### src/hw/rtl/mbe_pkg.sv
// Shared types, constants and helper functions for the escape-time pixel engine.
package mbe_pkg;

	localparam int IMAGE_WIDTH    = 800;
	localparam int IMAGE_HEIGHT   = 600;
	localparam int MAX_ITERATIONS = 800;

	localparam int PIX_W       = 10;
	localparam int ITER_OUT_W  = 10;
	localparam int COLOR_W     = 8;
	localparam int CFG_INDEX_W = 8;
	localparam int CFG_DATA_W  = 64;
	localparam int STEP_W      = 63;
	localparam int FRAC_BITS   = 58;
	localparam int ITER_W      = $clog2(MAX_ITERATIONS + 1);

	localparam int HALF_W   = IMAGE_WIDTH / 2;
	localparam int HALF_H   = IMAGE_HEIGHT / 2;
	localparam int HALF_MAX = (HALF_W > HALF_H) ? HALF_W : HALF_H;
	// Signed width of (pixel - half) for any pixel code and image size.
	localparam int DELTA_W  = $clog2(HALF_MAX + (1 << PIX_W)) + 1;
	localparam int PROD_W   = STEP_W + DELTA_W - 1;

	localparam int FIFO_DEPTH = 2;
	localparam int FIFO_PTR_W = (FIFO_DEPTH > 1) ? $clog2(FIFO_DEPTH) : 1;
	localparam int FIFO_CNT_W = $clog2(FIFO_DEPTH + 1);

	typedef logic signed [63:0] q_t;

	localparam q_t Q_MAX          = 64'sh7FFF_FFFF_FFFF_FFFF;
	localparam q_t Q_MIN          = 64'sh8000_0000_0000_0000;
	localparam q_t Q_QUARTER      = 64'sh0100_0000_0000_0000;
	localparam q_t Q_NEG_QUARTER  = 64'shFF00_0000_0000_0000;
	localparam q_t Q_SIXTEENTH    = 64'sh0040_0000_0000_0000;
	localparam q_t Q_ONE          = 64'sh0400_0000_0000_0000;
	localparam q_t Q_FOUR         = 64'sh1000_0000_0000_0000;

	localparam logic [CFG_INDEX_W-1:0] REG_OFFSET_X = 8'd0;
	localparam logic [CFG_INDEX_W-1:0] REG_OFFSET_Y = 8'd1;
	localparam logic [CFG_INDEX_W-1:0] REG_STEP_X   = 8'd2;
	localparam logic [CFG_INDEX_W-1:0] REG_STEP_Y   = 8'd3;

	localparam q_t           OFFSET_X_RST = 64'sd0;
	localparam q_t           OFFSET_Y_RST = 64'sd0;
	localparam logic [STEP_W-1:0] STEP_X_RST = 63'd2522015791327477;
	localparam logic [STEP_W-1:0] STEP_Y_RST = 63'd1921535841011411;

	typedef struct packed {
		q_t   cx;
		q_t   cy;
		logic in_set;
	} point_t;

	typedef struct packed {
		logic start;
		logic half_shift;
		q_t   a;
		q_t   b;
	} mul_req_t;

	typedef struct packed {
		logic done;
		q_t   res;
	} mul_rsp_t;

	typedef enum logic [2:0] {
		F_IDLE,
		F_MAPX,
		F_MAPY,
		F_MAPC,
		F_MUL,
		F_WAIT,
		F_PUSH
	} front_state_t;

	typedef enum logic [2:0] {
		FOP_CY2,
		FOP_XM2,
		FOP_LHS,
		FOP_RHS,
		FOP_BULB
	} front_op_t;

	typedef enum logic [2:0] {
		B_IDLE,
		B_CHECK,
		B_MUL,
		B_WAIT,
		B_ROM,
		B_OUT
	} back_state_t;

	typedef enum logic [1:0] {
		BOP_ZX2,
		BOP_ZY2,
		BOP_CROSS
	} back_op_t;

	typedef logic [3*COLOR_W-1:0] rom_t [0:MAX_ITERATIONS];

	localparam longint unsigned ROM_M  = 64'(MAX_ITERATIONS);
	localparam longint unsigned ROM_M4 = ROM_M * ROM_M * ROM_M * ROM_M;

	function automatic q_t sat_add(q_t a, q_t b);
		logic [64:0] s;
		s = {a[63], a} + {b[63], b};
		if (s[64] != s[63])
			return s[64] ? Q_MIN : Q_MAX;
		return q_t'(s[63:0]);
	endfunction

	function automatic q_t sat_neg(q_t a);
		if (a == Q_MIN)
			return Q_MAX;
		return -a;
	endfunction

	function automatic logic [63:0] mag(q_t a);
		return a[63] ? 64'(-a) : 64'(a);
	endfunction

	// Colour palette: 9, 15 and 8.5 times the Bernstein-like polynomial, times 255.
	function automatic rom_t build_rom();
		rom_t t;
		longint unsigned i, u, r, g, b;
		for (int k = 0; k <= MAX_ITERATIONS; k++) begin
			i = 64'(k);
			u = ROM_M - i;
			r = 64'd2295 * u * i * i * i / ROM_M4;
			g = 64'd3825 * u * u * i * i / ROM_M4;
			b = 64'd4335 * u * u * u * i / (2 * ROM_M4);
			t[k] = {r[7:0], g[7:0], b[7:0]};
		end
		return t;
	endfunction

endpackage

### src/hw/rtl/mbe_fifo.sv
// Small queue of classified points between the front and back ends.
module mbe_fifo (
	input  logic             clk,
	input  logic             arst_n,
	input  logic             push_valid,
	output logic             push_ready,
	input  mbe_pkg::point_t  push_data,
	output logic             pop_valid,
	input  logic             pop_ready,
	output mbe_pkg::point_t  pop_data
);

	localparam int D  = mbe_pkg::FIFO_DEPTH;
	localparam int PW = mbe_pkg::FIFO_PTR_W;
	localparam int CW = mbe_pkg::FIFO_CNT_W;

	mbe_pkg::point_t  mem_q [D];
	logic [PW-1:0]    wr_ptr_q;
	logic [PW-1:0]    rd_ptr_q;
	logic [CW-1:0]    count_q;
	logic             do_push;
	logic             do_pop;

	assign push_ready = (count_q != CW'(D));
	assign pop_valid  = (count_q != '0);
	assign pop_data   = mem_q[rd_ptr_q];
	assign do_push    = push_valid && push_ready;
	assign do_pop     = pop_valid && pop_ready;

	function automatic logic [PW-1:0] next_ptr(logic [PW-1:0] p);
		return (p == PW'(D - 1)) ? '0 : p + PW'(1);
	endfunction

	always_ff @(posedge clk or negedge arst_n) begin
		if (!arst_n) begin
			wr_ptr_q <= '0;
			rd_ptr_q <= '0;
			count_q  <= '0;
		end else begin
			if (do_push)
				wr_ptr_q <= next_ptr(wr_ptr_q);
			if (do_pop)
				rd_ptr_q <= next_ptr(rd_ptr_q);
			if (do_push && !do_pop)
				count_q <= count_q + CW'(1);
			else if (do_pop && !do_push)
				count_q <= count_q - CW'(1);
		end
	end

	always_ff @(posedge clk) begin
		if (do_push)
			mem_q[wr_ptr_q] <= push_data;
	end

endmodule

### config.mk
export PLATFORM = sky130hd
export DESIGN_NAME = mbe_fifo
export DESIGN_NICKNAME = d
export VERILOG_FILES = /design/src/hw/rtl/mbe_pkg.sv /design/src/hw/rtl/mbe_fifo.sv
export SDC_FILE = /design/constraint.sdc
export NUM_CORES = 1
export LEC_CHECK = 0
export BUFFER_PORTS_ARGS = -buffer_cell sky130_fd_sc_hd__buf_4
export CORE_ASPECT_RATIO = 0.9
export CORE_MARGIN = 2
export CORE_UTILIZATION = 30
export CTS_CLUSTER_DIAMETER = 50
export CTS_CLUSTER_SIZE = 16
export DETAILED_ROUTE_END_ITERATION = 16
export SLEW_MARGIN = 20
export SYNTH_ARGS = -nofsm -noshare
export SYNTH_HDL_FRONTEND = slang
export SYNTH_SLANG_ARGS = --single-unit
### constraint.sdc
create_clock -name clk -period 18.68 [get_ports clk]
set_input_delay 0.934 -clock clk [delete_from_list [all_inputs] [get_ports clk]]
set_output_delay 0.934 -clock clk [all_outputs]
set_load 0.01 [all_outputs]
Yosys cells after proc, flatten, opt, wreduce, memory -nomap -nowiden

Memories as Yosys holds them, arrays and structs flattened.
Cells that the tools add are included.

Flip-flop bits (word level): 4
Bits in writable memories: 258
Output and inout port bits: 131
Memories: 1

Memories:

| memory | depth | bits a word | rd ports | clocked after memory_dff | wr ports | RTL line       | source |
|---|---|---|---|---|---|---|---|
| mem_q  | 2     | 129         | 1        | 0                        | 1        | mbe_fifo.sv:17 | `mbe_pkg::point_t mem_q [D];` |

Add/subtract/negate cells: 4
Equal/unequal tests: 1
Muxes and demuxes: 6
Reduce and logical (&&, ||, !) cells: 8

Operators with widths:

| kind                | number |
|---|---|
| $logic_and 1x1->1   | 4 |
| $mux 1              | 4 |
| $mux 2              | 2 |
| $reduce_bool 2->1   | 2 |
| $add 1x1->1 const B | 2 |
| $add 2x1->2 const B | 1 |
| $logic_not 1->1     | 2 |
| $ne 2x2->1 const B  | 1 |
| $sub 2x1->2 const B | 1 |

Longest topological paths before layout

Gate-level depths: netlist of run 1.

Depth after elaboration: 6
Gate-level depth with buffers: 7

Worst setup path after synthesis of run 1

OpenSTA, ideal clock, no wires.

Path kind: input port to flip-flop
Start: input port push_valid
End: memory mem_q[0][0] (netlist bit), enable pin
Library setup time: 0.619 ns
Arrival: 6.385 ns
Slack: 11.676 ns
Stages on the path: 2
Buffers on the path: 0
Cell sequence: nand2_1 > nor2_1

Longest elaborated chain between the ends: 3

Ends and longest elaborated chain:

| item                         | RTL line       | source |
|---|---|---|
| from (decl)                  | mbe_fifo.sv:5  | `input logic push_valid,` |
| $logic_and 1x1->1            | mbe_fifo.sv:27 | `assign do_push = push_valid && push_ready;` |
| $mux 1                       | mbe_fifo.sv:52 | `if (do_push)` |
| $mux 1 (implied by the code) | mbe_fifo.sv:53 | `mem_q[wr_ptr_q] <= push_data;` |
| to (decl)                    | mbe_fifo.sv:17 |  |

No other way between the ends.

==> results.rst, run 1 <==
.. list-table::
   :header-rows: 1

   * - Metric
     - Value
   * - Signal arrival time at the worst endpoint
     - 3.04 ns
   * - Count of routing violations after the opening detailed-route iteration
     - 211
   * - Final Wtd Congestion
     - 0.702
   * - Number of distinct standard cells referenced by the synthesized netlist
     - 15
   * - Ratio of cells with drive above 1 in the final layout
     - 61.9%
   * - Number of max-slew violations in the final report
     - 0
   * - 1st-pass router iterations
     - 4
   * - TritonCTS clock tree
     - yes
   * - Gate count after technology mapping
     - 419
   * - Initial Util
     - 30.7%
   * - Post-detailed-route wirelength per cell
     - 16.9 µm
   * - H-tree levels
     - 1
   * - Sequential group share of total power
     - 42.5%
   * - Overall via count from detail_route
     - 4820
   * - Power Internal
     - 0.00144 W
   * - Switching share of power
     - 28.9%
   * - Cell family with the largest share of critical-path delay
     - flip-flops
   * - Kind of path behind the tightest hold check
     - in2async
   * - Boundary pin count
     - 264
   * - R2r worst-path depth
     - 4
   * - Floorplan die area
     - 0.0332 mm²
   * - LEAKAGE
     - 4.76 nW
   * - CORE AREA
     - 0.0311 mm²
   * - Capturing element type of the critical path
     - output port
   * - Post-layout util
     - 41.6%
   * - Via count normalized by instance count
     - 4.25
   * - Global-route wire length before repair
     - 28600 µm
   * - Number of max-cap violations
     - 0
   * - Peak supply drop
     - 0.0856 mV
   * - # resized after CTS
     - 0
   * - Row cnt
     - 61
   * - Power, Total
     - 0.00202 W
   * - RSZ-0062 raised after global routing
     - false
   * - Syn_area_per_cell
     - 22.7 µm²
   * - Maximum number of buffers from clock root to sink
     - 3
   * - Required arrival time at the worst endpoint
     - 17.75 ns
   * - Number of fill cells in the layout
     - 2817
   * - Number of global-route vias before repair
     - 5008
   * - Critical Path Start Type
     - flop
   * - Antenna diode count
     - 0
   * - Slew Limit Headroom
     - 36.6%
   * - Die width
     - 192 µm
   * - Dominant cell type by count on the critical path
     - buf_4
   * - Global route total overflow
     - 0
   * - Transition time at the pin with the least slew margin
     - 0.951 ns
   * - Die extent in y
     - 173 µm
   * - Crit Path Max Fanout
     - 66
   * - Stage delay of the slowest cell on the critical path
     - 1.03 ns
   * - Final Cycle Share
     - 21.3%
   * - Power density relative to cell area
     - 157 mW/mm²
   * - Shortest period the worst path allows
     - 3.97 ns
   * - Buf+Inv Stages, Crit Path
     - 2
   * - Largest net degree at the start of global routing
     - 67
   * - Clock sink count
     - 262
   * - Crit Path Category
     - reg2out
   * - Number of antenna violations at the first check in global routing
     - 0
   * - Post-detailed-routing wire length
     - 19200 µm
   * - Post-detailed-placement half-perimeter wirelength
     - 12300 µm
   * - Port Buffers
     - 263
   * - Number of buffers created by CTS
     - 29
   * - Area delta synth->final
     - 35.5%
   * - Peak clock frequency supported by timing
     - 252 MHz
   * - Number of hold-repair buffers added at the cts stage
     - 0
   * - Clock root buffer master
     - clkbuf_16
   * - Final hold vios
     - 0
   * - Slowest stage cell, crit path
     - dfrtp_4
   * - Share of synthesized area occupied by flip-flops and latches
     - 82.4%
   * - Global-route usage over all layers
     - 11.0%
   * - Synth Cell Area
     - 0.00953 mm²
   * - Comb power frac
     - 29.4%
   * - Switch Pwr
     - 0.000585 W
   * - Worst-skew pair later-pin latency
     - 0.54 ns
   * - Total Negative Setup Slacks
     - 0 ns
   * - Portion of total power attributed to the clock network
     - 28.1%
   * - Most common cell after layout, fill and taps aside
     - buf_4
   * - Count of buffers added by post-CTS timing repair for setup
     - 0
   * - # nets final
     - 838
   * - Clock Pin Slew Worst Setup and Hold Paths
     - 0.06 ns
   * - DRC violations left
     - 0
   * - Detail Route Antenna Nets
     - 0
   * - Most used cells in the layout excluding fill and tap cells
     - 268 x buf_4, 258 x edfxtp_1, 129 x mux2_2, 29 x clkbuf_16, 8 x inv_6
   * - Cell Chain, Critical Path
     - buf_4 > mux2_2 > buf_4
   * - FF+latch count, synth
     - 262
   * - Run status
     - completed
   * - Clock Skews
     - 0.0159 ns
   * - Net count after synthesis
     - 553
   * - Number of cells on the critical path
     - 3
   * - Warning count from the yosys run
     - 0
   * - Setup violation total in the final timing report
     - 0
==> cells in the mapped netlist <==
| cell | instances | area, µm² |
|---|---|---|
| buf_2 | 3 | 15.0 |
| nand2_1 | 2 | 7.51 |
| mux2_2 | 129 | 1450 |
| ha_1 | 1 | 12.5 |
| xor2_1 | 2 | 17.5 |
| and3_1 | 1 | 6.26 |
| nand2b_1 | 1 | 6.26 |
| dfrtp_1 | 4 | 100 |
| buf_6 | 10 | 113 |
| or2_2 | 1 | 6.26 |
| inv_1 | 1 | 3.75 |
| edfxtp_1 | 258 | 7750 |
| nor2_1 | 2 | 7.51 |
| xnor2_1 | 3 | 26.3 |
| buf_4 | 1 | 7.51 |
==> final timing paths <==
check / from / to / slack (ns)
max: rd_ptr_q / pop_data[19] / 14.71
min: arst_n / wr_ptr_q / 0.19
max reg2reg: count_q[0] / mem_q[0][21] / 16.16
min reg2reg: count_q[1] / count_q[1] / 0.50
max in group asynchronous: arst_n / rd_ptr_q / 18.37
min in group clk: count_q[1] / count_q[1] / 0.50
==> power groups by stage <==
stage | sequential (W) | combinational [W] | clock [W]
after floorplan | 0.000859 | 0.000362 | 0
after global placement | 0.000871 | 0.000608 | 0
after detailed placement | 0.000875 | 0.000610 | 0
after CTS | 0.000863 | 0.000613 | 0.000589
after global routing | 0.000874 | 0.000641 | 0.000610
final | 0.000859 | 0.000595 | 0.000569
==> kinds of logic (layout without fill, tap and decap cells) <==
logic type,count (synthesis),count (layout),share of synthesized area [%]
flops,262,262,82.4
mux,129,129,15.2
buf+inv,15,321,1.46
simple gates,7,7,0.355
xor+xnor,5,5,0.460
fa+ha+maj,1,1,0.131
==> through the flow <==
stage / worst slack, ns / std cells / hold WS, ns / cell area, µm²
CTS: 14.57 / 1134 / 0.164 / 12900
floorplan: 11.68 / 419 / 0.456 / 9530
finish: 14.71 / 1134 / 0.194 / 12900
global placement: 15.19 / 1082 / 0.489 / 11900
detailed placement: 15.16 / 1082 / 0.490 / 11900
global route: 14.50 / 1134 / 0.168 / 12900
==> sequential cells by signal, indices dropped and copies added (netlist names) <==
| signal | cells |
|---|---|
| wr_ptr_q | 1 |
| mem_q | 258 |
| count_q | 2 |
| rd_ptr_q | 1 |
==> area by class of cell <==
cell class,count,area [µm²],share of cell area [%]
clock buffers,30,729,5.65
well taps,409,512,3.96
clock inverters,22,245,1.90
multi-input cells,142,1560,12.0
repair buffers,268,2010,15.6
inverters,1,3.75,0.0291
flip-flops and latches,262,7850,60.8
==> per-layer routing <==
layer | part of all wire, % | vias up | track usage, %
met2 | 46 | 169 | 17.4
met5 | 0 | - | 0
li1 | - | 2248 | -
met3 | 9.4 | 33 | 3.90
met1 | 42 | 2370 | 14.3
met4 | 2.9 | 0 | 3.17
Note: power is estimated with default switching activity, not from simulation.
==> run 2, diff against run 1 <==
- clock period: 18.68 -> 4.03 ns (I/O delays scaled with it)
==> results.rst, run 2 (synthesis results as in run 1) <==
.. list-table::
   :header-rows: 1

   * - Metric
     - Value
   * - R2r setup slk
     - 1.82 ns (-14.34 ns)
   * - Multi-input combinational cell area
     - 0.00156 mm² (unchanged)
   * - Critical Path Start Type
     - flop
   * - Number of fill cells in the layout
     - 2644 (-6.1%)
   * - Shortest period the worst path allows
     - 2.70 ns
   * - Ratio of cells with drive above 1 in the final layout
     - 52.5% (-9.4 points)
   * - Worst-skew pair later-pin latency
     - 0.53 ns (about the same)
   * - Count of buffers added by post-CTS timing repair for setup
     - 0 (unchanged)
   * - Post-detailed-placement half-perimeter wirelength
     - 12500 µm (+0.99%)
   * - Peak supply drop
     - 0.409 mV (+380%)
   * - DRC violations left
     - 0 (unchanged)
   * - Slew Limit Headroom
     - 54.1% (+18 points)
   * - Number of max-cap violations
     - 0 (unchanged)
   * - Total Negative Setup Slacks
     - 0 ns (unchanged)
   * - Post-route cell area
     - 0.0143 mm² (+11%)
   * - Maximum number of buffers from clock root to sink
     - 3 (unchanged)
   * - Power density relative to cell area
     - 669 mW/mm² (+330%)
   * - Worst-case setup margin in the final layout
     - 1.33 ns (-13.37 ns)
   * - Crit Path Category
     - reg2out
   * - Capturing element type of the critical path
     - output port
   * - TritonCTS clock tree
     - yes
   * - Run status
     - completed
   * - Placed cell count
     - 1082 (unchanged)
   * - Final Cycle Share
     - 66.9%
   * - Signal arrival time at the worst endpoint
     - 2.49 ns (-0.55 ns)
   * - CORE AREA
     - 0.0311 mm² (unchanged)
   * - Die width
     - 192 µm (unchanged)
   * - 1st-pass router iterations
     - 6 (+2)
   * - Capturing point of the worst reg2reg path
     - mem_q[1][11]
   * - Hold Startpoint
     - push_valid
   * - Clock Skews
     - 0.0116 ns (-0.00429 ns)
   * - Boundary pin count
     - 264 (unchanged)
   * - Placed inst area
     - 0.0120 mm² (+0.32%)
   * - Via count normalized by instance count
     - 4.21 (-0.94%)
   * - Antenna diode count
     - 0 (unchanged)
   * - Floorplan die area
     - 0.0332 mm² (unchanged)
   * - Clock Pin Slew Worst Setup and Hold Paths
     - 0.06 ns (about the same)
   * - Global-route wire length before repair
     - 30600 µm (+7.0%)
   * - Number of buffers created by CTS
     - 27 (-6.9%)
   * - Most common cell after layout, fill and taps aside
     - buf_4
   * - Worst hold slack across all endpoints
     - 0.0425 ns (-0.151 ns)
   * - Number of antenna violations at the first check in global routing
     - 0 (unchanged)
   * - Post-detailed-routing wire length
     - 20200 µm (+5.5%)
   * - Final Wtd Congestion
     - 0.692 (-1.4%)
   * - Stage delay of the slowest cell on the critical path
     - 0.79 ns (-0.24 ns)
   * - Post-detailed-route wirelength per cell
     - 16.0 µm (-5.3%)
   * - LEAKAGE
     - 5.31 nW (+12%)
   * - Row cnt
     - 61 (unchanged)
   * - Clock root buffer master
     - clkbuf_16
   * - H-tree levels
     - 1 (unchanged)
   * - R2r worst-path depth
     - 3 (-1)
   * - Slowest stage cell, crit path
     - dfrtp_4
   * - Setup violation total in the final timing report
     - 0 (unchanged)
   * - Number of max-slew violations in the final report
     - 0 (unchanged)
   * - Post-route non-filler standard cell count
     - 1264 (+11%)
   * - Die extent in y
     - 173 µm (unchanged)
   * - Register with the most flip-flops
     - mem_q
   * - Largest register FFs
     - 258 (unchanged)
   * - Area used by sequential logic in the layout
     - 0.00785 mm² (unchanged)
   * - WHS Path Cells
     - 3
   * - Number of global-route vias before repair
     - 5618 (+12%)
   * - Cell Chain, Critical Path
     - buf_4 > mux2_2 > buf_4
   * - Final hold vios
     - 0 (unchanged)
   * - Crit Path Max Fanout
     - 39 (-41%)
   * - Global-route usage over all layers
     - 11.7% (+0.70 points)
   * - RSZ-0062 raised after global routing
     - false
   * - Transition time at the pin with the least slew margin
     - 0.688 ns (-0.263 ns)
   * - Startpoint of the most critical register-to-register path
     - count_q[0]
   * - Most used cells in the layout excluding fill and tap cells
     - 265 x buf_4, 258 x edfxtp_1, 132 x dlygate4sd3_1, 129 x mux2_2, 27 x clkbuf_16
   * - Kind of path behind the tightest hold check
     - in2reg
   * - Clock sink count
     - 262 (unchanged)
   * - Pre-CTS setup slack
     - 1.84 ns (-13.32 ns)
   * - Area delta synth->final
     - 49.7%
   * - Required arrival time at the worst endpoint
     - 3.83 ns (-13.92 ns)
   * - Count of routing violations after the opening detailed-route iteration
     - 201 (-4.7%)
   * - Initial Util
     - 30.7% (unchanged)
   * - Global route total overflow
     - 0 (unchanged)
   * - Dominant cell type by count on the critical path
     - buf_4
   * - Endpoint with the worst hold slack
     - wr_ptr_q
   * - Port Buffers
     - 263 (unchanged)
   * - Detail Route Antenna Nets
     - 0 (unchanged)
   * - Peak clock frequency supported by timing
     - 371 MHz
   * - Overall via count from detail_route
     - 5322 (+10%)
   * - Largest net degree at the start of global routing
     - 106 (+58%)
   * - # nets final
     - 968 (+16%)
   * - Largest registers ranked by flip-flop count
     - mem_q: 258 flops, count_q: 2 flops
-- run 2: cell types whose count changed in the layout (fill, tap and decap cells not counted), sizes merged --
cell         change
inv              -7
clkinvlp         +3
bufinv           +3
dlygate4sd3    +132
clkbuf           -1
-- run 2: layout make-up --
| class | instances | share of cell area [%] |
|---|---|---|
| flip-flops and latches | 262 | 55.0 |
| clock inverters | 21 | 1.97 |
| multi-input cells | 142 | 10.9 |
| well taps | 409 | 3.59 |
| clock buffers | 29 | 4.86 |
| inverters | 1 | 0.0263 |
| repair buffers | 400 | 23.6 |
-- run 2: power by group --
part | total [W] | internal [W] | switching (W)
sequential | 0.00393 | 0.00373 | 0.000204
combinational | 0.00296 | 0.00156 | 0.00141
clock | 0.00265 | 0.00159 | 0.00106
total | 0.00955 | 0.00687 | 0.00267
-- run 2: what timing repair did --
action                    in CTS  in global routing
gates resized for setup        0                  0
hold buffers                 132                  0
hold endpoints to repair     263                  0
-- run 2: worst max path at each step --
stage,from,end,slack (ns)
finish,rd_ptr_q,pop_data[2],1.33
detailed placement,count_q[0],mem_q[1][8],1.84
CTS,rd_ptr_q,pop_data[59],1.26
global placement,count_q[0],mem_q[1][21],1.87
global route,rd_ptr_q,pop_data[2],1.19
floorplan,count_q[0],mem_q[0][0],0.97
-- run 2: metal layers --
layer / vias to the layer above / part of all wire [%] / track usage [%]
li1: 2504 / - / -
met1: 2596 / 42 / 14.7
met2: 186 / 47 / 19.4
met3: 36 / 8.3 / 3.67
met4: 0 / 2.9 / 3.43
met5: - / 0 / 0
-- run 2: per-stage QoR --
| stage | utilization, % | power [W] |
|---|---|---|
| 2_1_floorplan | - | 0.00558 |
| 3_3_place_gp | 38.5 | 0.00689 |
| 3_5_place_dp | 38.5 | 0.00692 |
| 4_1_cts | 45.9 | 0.00972 |
| 5_1_grt | 45.9 | 0.0100 |
| 6_report | 45.9 | 0.00955 |
-- run 2: critical path, delay by kind of cell, from the launching register on --
kind	cells	cell delay [ns]
multiplexers	1	0.42
flip-flops	1	0.79
buffers and inverters	2	0.70
